===== config.mk =====
export PLATFORM = sky130hd
export DESIGN_NAME = printf_format_engine_core
export DESIGN_NICKNAME = d
export VERILOG_FILES = /design/src/rtl/pfe_pkg.sv /design/src/rtl/printf_format_engine_core.sv /design/src/rtl/pfe_fifo.sv /design/src/rtl/pfe_front.sv /design/src/rtl/pfe_back.sv
export SDC_FILE = /design/constraint.sdc
export NUM_CORES = 1
export LEC_CHECK = 0
export BUFFER_PORTS_ARGS = -buffer_cell sky130_fd_sc_hd__buf_2
export CORE_ASPECT_RATIO = 0.6
export CORE_UTILIZATION = 45
export CTS_BUF_LIST = sky130_fd_sc_hd__clkbuf_4
export CTS_CLUSTER_DIAMETER = 150
export DETAILED_ROUTE_END_ITERATION = 6
export GPL_ROUTABILITY_DRIVEN = 0
export PLACE_DENSITY = 0.6
export SLEW_MARGIN = 10
export SYNTH_ARGS = -nofsm -noshare
export SYNTH_HDL_FRONTEND = slang
export SYNTH_HIERARCHICAL = 1
export SYNTH_SLANG_ARGS = --single-unit
export TNS_END_PERCENT = 100

===== constraint.sdc =====
create_clock -name clk -period 10.1 [get_ports clk]
set_input_delay 1.515 -clock clk [delete_from_list [all_inputs] [get_ports clk]]
set_output_delay 1.515 -clock clk [all_outputs]
set_load 0.005 [all_outputs]

===== src/rtl/pfe_pkg.sv =====
// shared types, constants and helpers of the printf format engine
package pfe_pkg;

	localparam int MAX_WIDTH = 32;
	localparam int FW_W      = $clog2(MAX_WIDTH + 1);
	localparam int NUM_DEC   = 20;
	localparam int NUM_HEX   = 16;
	localparam int ARG_W     = 64;

	localparam logic [7:0] CH_PCT   = 8'h25;
	localparam logic [7:0] CH_H     = 8'h68;
	localparam logic [7:0] CH_L     = 8'h6C;
	localparam logic [7:0] CH_D     = 8'h64;
	localparam logic [7:0] CH_I     = 8'h69;
	localparam logic [7:0] CH_X     = 8'h78;
	localparam logic [7:0] CH_UX    = 8'h58;
	localparam logic [7:0] CH_C     = 8'h63;
	localparam logic [7:0] CH_S     = 8'h73;
	localparam logic [7:0] CH_ZERO  = 8'h30;
	localparam logic [7:0] CH_NINE  = 8'h39;
	localparam logic [7:0] CH_SPACE = 8'h20;
	localparam logic [7:0] CH_MINUS = 8'h2D;
	localparam logic [7:0] CH_LA    = 8'h61;
	localparam logic [7:0] CH_UA    = 8'h41;

	typedef enum logic [1:0] {
		ST_PLAIN,
		ST_PERCENT,
		ST_WIDTH,
		ST_SIZE
	} parse_state_t;

	typedef enum logic [2:0] {
		SZ_NORMAL,
		SZ_HH,
		SZ_H,
		SZ_L,
		SZ_LL
	} size_code_t;

	typedef enum logic [2:0] {
		JK_ECHO,
		JK_PAD,
		JK_CHAR,
		JK_DEC,
		JK_HEX
	} job_kind_t;

	typedef enum logic [1:0] {
		BK_IDLE,
		BK_CONV,
		BK_STRIP,
		BK_EMIT
	} back_state_t;

	typedef struct packed {
		logic             mode;
		logic [7:0]       in_byte;
		logic [ARG_W-1:0] arg_value;
	} item_t;

	typedef struct packed {
		logic [7:0] out_char;
		logic       last;
	} result_t;

	// width holds the pad count for pad and char jobs
	typedef struct packed {
		job_kind_t        kind;
		logic [7:0]       ch;
		logic [ARG_W-1:0] value;
		logic             neg;
		logic             upper;
		logic             zpad;
		logic [FW_W-1:0]  width;
	} job_t;

	function automatic logic [7:0] digit_char(input logic [3:0] d, input logic upper);
		logic [7:0] base;
		base = upper ? CH_UA : CH_LA;
		if (d < 4'd10)
			digit_char = CH_ZERO + {4'd0, d};
		else
			digit_char = base + {4'd0, d} - 8'd10;
	endfunction

endpackage


===== src/rtl/printf_format_engine_core.sv =====
// top level of the printf subset formatter
//
//   beat     | ports                 | handshake
//   ---------+-----------------------+--------------------------
//   item     | item (item_t)         | push, full
//   result   | result (result_t)     | pop, empty
//
// an echoed byte passes the job queue and the formatter to the output register; a %d
// spec leaves the queue, runs a shift-add conversion over 64 bits, then leading-zero
// strip over 20 digits and pad setup, then emits its characters; %x skips
// the conversion and strips over 16 digits. the parser takes an item every
// cycle while the two-entry job queue has room; the formatter runs one job at a time
// and holds while a result waits for pop.
// reset clears the parse state, the queue count, the formatter state and the output valid flag.
module printf_format_engine_core (
	input  logic             clk,
	input  logic             arst_n,
	input  logic             push,
	output logic             full,
	input  pfe_pkg::item_t   item,
	input  logic             pop,
	output logic             empty,
	output pfe_pkg::result_t result
);
	import pfe_pkg::*;

	logic    accept, job_valid, job_take, q_empty, res_valid;
	job_t    job_in, job_out;

	assign accept = push && !full;
	assign empty  = !res_valid;

	pfe_front u_front (
		.clk       (clk),
		.arst_n    (arst_n),
		.accept    (accept),
		.item      (item),
		.job_valid (job_valid),
		.job       (job_in)
	);

	pfe_fifo u_fifo (
		.clk    (clk),
		.arst_n (arst_n),
		.wr     (job_valid),
		.wdata  (job_in),
		.rd     (job_take),
		.rdata  (job_out),
		.full   (full),
		.empty  (q_empty)
	);

	pfe_back u_back (
		.clk       (clk),
		.arst_n    (arst_n),
		.job_avail (!q_empty),
		.job       (job_out),
		.job_take  (job_take),
		.pop       (pop),
		.res_valid (res_valid),
		.result    (result)
	);
endmodule


===== src/rtl/pfe_fifo.sv =====
// two-entry job queue between the parser and the formatter
module pfe_fifo (
	input  logic          clk,
	input  logic          arst_n,
	input  logic          wr,
	input  pfe_pkg::job_t wdata,
	input  logic          rd,
	output pfe_pkg::job_t rdata,
	output logic          full,
	output logic          empty
);
	import pfe_pkg::*;

	job_t       mem [2];
	logic       wptr_q, rptr_q;
	logic [1:0] cnt_q;

	assign full  = (cnt_q == 2'd2);
	assign empty = (cnt_q == 2'd0);
	assign rdata = mem[rptr_q];

	always_ff @(posedge clk) begin
		if (wr)
			mem[wptr_q] <= wdata;
	end

	always_ff @(posedge clk or negedge arst_n) begin
		if (!arst_n) begin
			wptr_q <= 1'b0;
			rptr_q <= 1'b0;
			cnt_q  <= 2'd0;
		end else begin
			if (wr)
				wptr_q <= ~wptr_q;
			if (rd)
				rptr_q <= ~rptr_q;
			cnt_q <= cnt_q + {1'b0, wr} - {1'b0, rd};
		end
	end
endmodule


===== src/rtl/pfe_front.sv =====
// format parser: tracks the spec and turns bytes into formatting jobs
module pfe_front (
	input  logic           clk,
	input  logic           arst_n,
	input  logic           accept,
	input  pfe_pkg::item_t item,
	output logic           job_valid,
	output pfe_pkg::job_t  job
);
	import pfe_pkg::*;

	parse_state_t    st_q, st_d;
	logic            zpad_q, zpad_d;
	logic [FW_W-1:0] fw_q, fw_d;
	size_code_t      sz_q, sz_d;

	logic [7:0]       b;
	logic [3:0]       dig;
	logic [FW_W+3:0]  wsum;
	logic [ARG_W-1:0] mask, mag;
	logic             sbit;

	assign b   = item.in_byte;
	assign dig = b[3:0];
	assign wsum = (FW_W+4)'(fw_q) * (FW_W+4)'(10) + (FW_W+4)'(dig);

	always_comb begin
		unique case (sz_q)
			SZ_HH: begin
				mask = 64'h0000_0000_0000_00FF;
				sbit = item.arg_value[7];
			end
			SZ_H: begin
				mask = 64'h0000_0000_0000_FFFF;
				sbit = item.arg_value[15];
			end
			SZ_L, SZ_LL: begin
				mask = '1;
				sbit = item.arg_value[63];
			end
			default: begin
				mask = 64'h0000_0000_FFFF_FFFF;
				sbit = item.arg_value[31];
			end
		endcase
		mag = item.arg_value & mask;
	end

	always_comb begin
		st_d      = st_q;
		zpad_d    = zpad_q;
		fw_d      = fw_q;
		sz_d      = sz_q;
		job_valid = 1'b0;
		job       = '0;
		job.kind  = JK_ECHO;
		job.ch    = b;
		if (accept) begin
			if (item.mode) begin
				job_valid = 1'b1;
			end else if (st_q == ST_PLAIN) begin
				if (b == CH_PCT) begin
					st_d   = ST_PERCENT;
					zpad_d = 1'b0;
					fw_d   = '0;
					sz_d   = SZ_NORMAL;
				end else begin
					job_valid = 1'b1;
				end
			end else if (st_q == ST_PERCENT && b == CH_PCT) begin
				st_d      = ST_PLAIN;
				job_valid = 1'b1;
			end else if (b >= CH_ZERO && b <= CH_NINE && st_q != ST_SIZE) begin
				if (st_q == ST_PERCENT) begin
					if (dig == 4'd0 && !zpad_q) begin
						zpad_d = 1'b1;
					end else begin
						st_d = ST_WIDTH;
						fw_d = FW_W'(dig);
					end
				end else begin
					fw_d = (wsum > (FW_W+4)'(MAX_WIDTH)) ? FW_W'(MAX_WIDTH)
						: FW_W'(wsum);
				end
			end else if (b == CH_H || b == CH_L) begin
				if (st_q == ST_WIDTH)
					st_d = ST_SIZE;
				if (b == CH_H)
					sz_d = (sz_q == SZ_H) ? SZ_HH : SZ_H;
				else
					sz_d = (sz_q == SZ_L) ? SZ_LL : SZ_L;
			end else if (b == CH_D || b == CH_I || b == CH_X || b == CH_UX
					|| b == CH_C || b == CH_S) begin
				st_d = ST_PLAIN;
				if (b == CH_C) begin
					job_valid = 1'b1;
					job.kind  = JK_CHAR;
					job.ch    = item.arg_value[7:0];
					job.width = (fw_q == '0) ? '0 : fw_q - FW_W'(1);
				end else if (b == CH_S) begin
					job_valid = (item.arg_value < ARG_W'(fw_q));
					job.kind  = JK_PAD;
					job.width = fw_q - item.arg_value[FW_W-1:0];
				end else if (b == CH_D || b == CH_I) begin
					job_valid = 1'b1;
					job.kind  = JK_DEC;
					job.zpad  = zpad_q;
					job.width = fw_q;
					job.neg   = sbit;
					job.value = sbit ? ((~mag + 64'd1) & mask) : mag;
				end else begin
					job_valid = 1'b1;
					job.kind  = JK_HEX;
					job.zpad  = zpad_q;
					job.width = fw_q;
					job.upper = (b == CH_UX);
					job.value = mag;
				end
			end
		end
	end

	always_ff @(posedge clk or negedge arst_n) begin
		if (!arst_n) begin
			st_q   <= ST_PLAIN;
			zpad_q <= 1'b0;
			fw_q   <= '0;
			sz_q   <= SZ_NORMAL;
		end else begin
			st_q   <= st_d;
			zpad_q <= zpad_d;
			fw_q   <= fw_d;
			sz_q   <= sz_d;
		end
	end
endmodule


===== src/rtl/pfe_back.sv =====
// formatter: converts numbers to digits and emits one character per beat
module pfe_back (
	input  logic             clk,
	input  logic             arst_n,
	input  logic             job_avail,
	input  pfe_pkg::job_t    job,
	output logic             job_take,
	input  logic             pop,
	output logic             res_valid,
	output pfe_pkg::result_t result
);
	import pfe_pkg::*;

	back_state_t          bs_q, bs_d;
	logic [ARG_W-1:0]     bin_q, bin_d;
	logic [4*NUM_DEC-1:0] bcd_q, bcd_d, adj;
	logic [6:0]           cnt_q, cnt_d;
	logic [4:0]           ndig_q, ndig_d;
	logic [FW_W-1:0]      pad_q, pad_d, width_q, width_d;
	logic                 neg_q, neg_d, lit_q, lit_d, upper_q, upper_d, zpad_q, zpad_d;
	logic [7:0]           litch_q, litch_d;
	logic                 ov_q, ov_d;
	result_t              od_q, od_d;

	logic [4:0]      idx;
	logic [3:0]      top;
	logic [FW_W-1:0] tlen;
	logic            can_out;

	assign idx     = ndig_q - 5'd1;
	assign top     = bcd_q[idx*4 +: 4];
	assign tlen    = FW_W'(ndig_q) + FW_W'(neg_q);
	assign can_out = !ov_q || pop;
	assign job_take  = (bs_q == BK_IDLE) && job_avail;
	assign res_valid = ov_q;
	assign result    = od_q;

	// add three to every digit of five or more before the shift
	always_comb begin
		for (int i = 0; i < NUM_DEC; i++) begin
			adj[i*4 +: 4] = (bcd_q[i*4 +: 4] >= 4'd5) ? bcd_q[i*4 +: 4] + 4'd3
				: bcd_q[i*4 +: 4];
		end
	end

	always_comb begin
		bs_d    = bs_q;
		bin_d   = bin_q;
		bcd_d   = bcd_q;
		cnt_d   = cnt_q;
		ndig_d  = ndig_q;
		pad_d   = pad_q;
		width_d = width_q;
		neg_d   = neg_q;
		lit_d   = lit_q;
		upper_d = upper_q;
		zpad_d  = zpad_q;
		litch_d = litch_q;
		ov_d    = ov_q;
		od_d    = od_q;
		if (pop && ov_q)
			ov_d = 1'b0;
		unique case (bs_q)
			BK_IDLE: begin
				if (job_avail) begin
					width_d = job.width;
					neg_d   = job.neg;
					upper_d = job.upper;
					zpad_d  = job.zpad;
					litch_d = job.ch;
					pad_d   = '0;
					ndig_d  = '0;
					lit_d   = 1'b0;
					unique case (job.kind)
						JK_ECHO: begin
							lit_d = 1'b1;
							bs_d  = BK_EMIT;
						end
						JK_PAD: begin
							pad_d = job.width;
							bs_d  = BK_EMIT;
						end
						JK_CHAR: begin
							pad_d = job.width;
							lit_d = 1'b1;
							bs_d  = BK_EMIT;
						end
						JK_DEC: begin
							bin_d = job.value;
							bcd_d = '0;
							cnt_d = 7'(ARG_W);
							bs_d  = BK_CONV;
						end
						default: begin
							bcd_d  = (4*NUM_DEC)'(job.value);
							ndig_d = 5'(NUM_HEX);
							bs_d   = BK_STRIP;
						end
					endcase
				end
			end
			BK_CONV: begin
				bcd_d = {adj[4*NUM_DEC-2:0], bin_q[ARG_W-1]};
				bin_d = {bin_q[ARG_W-2:0], 1'b0};
				cnt_d = cnt_q - 7'd1;
				if (cnt_q == 7'd1) begin
					ndig_d = 5'(NUM_DEC);
					bs_d   = BK_STRIP;
				end
			end
			BK_STRIP: begin
				if (ndig_q > 5'd1 && top == 4'd0) begin
					ndig_d = ndig_q - 5'd1;
				end else begin
					pad_d = (width_q > tlen) ? width_q - tlen : '0;
					bs_d  = BK_EMIT;
				end
			end
			default: begin
				if (can_out) begin
					ov_d = 1'b1;
					if (pad_q != '0) begin
						od_d.out_char = zpad_q ? CH_ZERO : CH_SPACE;
						od_d.last = (pad_q == FW_W'(1)) && !neg_q && ndig_q == '0 && !lit_q;
						pad_d = pad_q - FW_W'(1);
					end else if (neg_q) begin
						od_d.out_char = CH_MINUS;
						od_d.last = (ndig_q == '0) && !lit_q;
						neg_d = 1'b0;
					end else if (ndig_q != '0) begin
						od_d.out_char = digit_char(top, upper_q);
						od_d.last = (ndig_q == 5'd1) && !lit_q;
						ndig_d = ndig_q - 5'd1;
					end else begin
						od_d.out_char = litch_q;
						od_d.last = 1'b1;
						lit_d = 1'b0;
					end
					if (od_d.last)
						bs_d = BK_IDLE;
				end
			end
		endcase
	end

	always_ff @(posedge clk) begin
		bin_q   <= bin_d;
		bcd_q   <= bcd_d;
		cnt_q   <= cnt_d;
		ndig_q  <= ndig_d;
		pad_q   <= pad_d;
		width_q <= width_d;
		neg_q   <= neg_d;
		lit_q   <= lit_d;
		upper_q <= upper_d;
		zpad_q  <= zpad_d;
		litch_q <= litch_d;
		od_q    <= od_d;
	end

	always_ff @(posedge clk or negedge arst_n) begin
		if (!arst_n) begin
			bs_q <= BK_IDLE;
			ov_q <= 1'b0;
		end else begin
			bs_q <= bs_d;
			ov_q <= ov_d;
		end
	end
endmodule


==> results.yml <==
synthesis:
  synth_edf_count: 357
  syn_inst: 1939
  ys_types: 94
  syn_area_per_cell_um2: 11.2
  yosysSeqAreaShare_pct: 51.5
  netlist.area_leader.share_pct: 49.3
  ys_warn_count: 6
  ys.flop_type: "edfxtp_1"
  ys_ff_latch: 376
  synth_nets: 2112
  ys_top_cells_by_area: "edfxtp_1 (49%), ha_1 (5.3%), nand2_1 (4.4%)"
  async_flop_share_pct: 5.05
  synth_area_mm2: 0.0217
  yosys.area.top_type: "edfxtp_1"
global_routing:
  grt_max_degree: 86
  met2_usage_pct: 29.5
  grt_pass1_wl_mm: 85.5
  grt_use_met1_pct: 37.3
  grt-ovfl-total: 0
  grt_use_met3_pct: 5.15
  grt_usage_pct: 22.9
  grt_pass1_vias: 14500
  top_usage_layer: "met1"
  antenna_found_initial: 3
critical_path:
  r2r_start: "u_back/ndig_q[0]"
  worst-setup-path-type: "in -> reg"
  regToRegEndpoint: "u_back/ndig_q[2]"
  end_kind: "flip-flop"
  crit_fanout: 58
  crit_start: "item[43]"
  ff2ff_path_depth: 10
  cp-start-kind: "input port"
  cp.required_ns: 10.50
  crit_arrival_ns: 5.77
  endpoint: "u_fifo/mem[0][66]"
  reg2reg_slack_ns: 5.64
sta:
  holdWs_ns: 0.476
  tightest_slew_ns: 1.18
  hold_violations: 0
  finalCriticalPeriod_ns: 5.37
  setup_viol: 0
  tns_ns: 0
  rsz0062_at_grt: "no"
  fmax_mhz: 186
  relSlewSlack_pct: 21.1
  report.final.slew_viol_count: 0
  finalCritPeriodShare_pct: 53.2
  skew_ns: 0.0583
drt:
  drt-vias-per-instance: 5.74
  avgRoutedWirePerCell_um: 20.5
  vias: 15700
  wl_mm: 56.4
  antenna_left: 0
  drc: 0
  dr.pass1.iters: 5
  drt_iter0_drc: 1642
flow_run:
  cap_viol_max_count: 0
floorplanning:
  start_util_pct: 46.3
  core_area_mm2: 0.0469
  core.rowCount: 61
  dieArea_mm2: 0.0492
  io_pins: 88
  die_h_um: 172
  die_w_um: 286
min_path:
  hp-class: "reg -> reg"
final_layout:
  drive_gt1_share_pct: 16.6
  ff_latch_area_mm2: 0.0112
  final_nets: 2217
  fillers: 4239
  layout_common_cells: "edfxtp_1 (357), nand2_1 (257), clkbuf_4 (143)"
  multi_input_area_mm2: 0.00982
  final_common_cell: "edfxtp_1"
  synthToLayoutAreaGrowth_pct: 9.67
clocking:
  ctsLongestPathBuffers: 3
  cts-htree-levels: 3
  cts_hold_buffers: 0
  root_buffer: "clkbuf_4"
  post-cts-setup-buffers: 0
  path_clk_slew_ns: 0.07
  cts_buffers: 92
  cts_tree: "done"
  cts_resized: 0
  worstSkewPairLatency_ns: 0.83
  clock-sinks: 376
power_and_ir_drop:
  pwr-share-comb_pct: 44.6
  seqPwrFrac_pct: 38.8
  power_frac_clock_pct: 16.7
  internal-power_w: 0.00455
  leakage_nw: 8.84
  p_sw_w: 0.00308
  ir_drop_v: 0.000199
  swShare_pct: 40.4
  powerDensity_mw_per_mm2: 320
status:
  outcome: "finished, final reports clean"
placement:
  place_hpwl_mm: 39.3
  io_buffers: 87
area by class of cell:
cell class / instances / area share (%)
Multi-Input combinational cell: 1389 / 41.2
Sequential cell: 376 / 47.0
Tap cell: 630 / 3.31
Clock inverter: 13 / 0.336
Timing Repair Buffer: 101 / 2.27
Antenna cell: 7 / 0.0735
Clock buffer: 143 / 4.50
Inverter: 84 / 1.33
state kept, by name (all words and copies together) (netlist names), 2 cells and up:
signal          flops
u_front/fw_q        6
u_back/litch_q      8
u_fifo/cnt_q        2
u_back/pad_q        6
u_front/sz_q        3
u_back/bin_q       64
u_back/bs_q         2
u_back/ndig_q       5
u_back/width_q      6
u_back/result       9
u_front/st_q        2
u_fifo/mem        168
u_back/bcd_q       80
u_back/cnt_q        7
worst min-delay path by stage:
stage / to / cells after the start / from / slack (ns)
floorplan: u_fifo/wptr_q / 1 / u_fifo/wptr_q / 0.46
finish: u_back/bin_q[3] / 2 / u_back/bin_q[2] / 0.48
global route: u_back/bin_q[41] / 2 / u_back/bin_q[40] / 0.53
CTS: u_back/bin_q[3] / 2 / u_back/bin_q[2] / 0.47
global placement: u_back/bin_q[53] / 2 / u_back/bin_q[52] / 0.49
detailed placement: u_back/bin_q[45] / 2 / u_back/bin_q[44] / 0.49
metrics by stage:
step / utilization [%] / std cells / setup WS, ns / power (W) / cell area (µm²)
2_1_floorplan: - / 1939 / 2.49 / 0.00545 / 21700
3_3_place_gp: 48.3 / 2580 / 3.99 / 0.00627 / 22700
3_5_place_dp: 48.3 / 2580 / 3.98 / 0.00634 / 22700
4_1_cts: 50.7 / 2736 / 4.82 / 0.00766 / 23800
5_1_grt: 50.8 / 2743 / 4.73 / 0.00817 / 23800
6_report: 50.8 / 2743 / 4.73 / 0.00763 / 23800
worst max-delay path, stage by stage:
cell      delay (ns)
buf_2           0.12
or4_1           0.62
or4_1           0.57
nor3_1          0.43
nand4_1         0.26
a211oi_1        0.41
o21a_1          0.24
nor2b_4         0.71
buf_4           0.74
Yosys cell counts (10+ instances only):
cell type,n
or4_1,10
mux2_1,51
nand2_1,257
mux2_2,53
xor2_1,64
nor2_1,137
mux2i_1,11
o41ai_1,10
buf_2,21
or3_1,11
nor3_1,28
o21ai_0,115
ha_1,92
o22ai_1,33
mux4_2,10
nand3_1,20
o32ai_1,17
a21oi_1,103
nor3b_1,20
o21ai_1,13
xnor2_1,55
clkbuf_1,48
dfrtp_1,19
nor4_1,16
nor2b_1,25
edfxtp_1,357
inv_1,83
o31ai_1,17
a21o_1,24
nand2b_1,37
routing by layer:
metal	vias to the layer above	wire length, µm
met4	0	801
met3	70	4880
li1	7386	-
met5	-	0
met1	7683	29100
met2	602	21500
power groups by stage:
stage                     clock (W)  sequential, W  combinational [W]
after global placement            0        0.00296            0.00330
after detailed placement          0        0.00298            0.00336
final                       0.00127        0.00296            0.00340
after floorplan                   0        0.00286            0.00259
after CTS                   0.00131        0.00295            0.00339
after global routing        0.00139        0.00302            0.00376
logic make-up after synthesis:
kind of cell             synth area share (%)
buffers and inverters                    3.56
AO/OA/AOI/OAI                            12.2
XOR/XNOR                                 4.91
adder cells (fa/ha/maj)                  5.67
flip-flops                               51.5
AND/OR/NAND/NOR                          13.8
multiplexers                             8.32
Power figures use the tool's default switching activity.
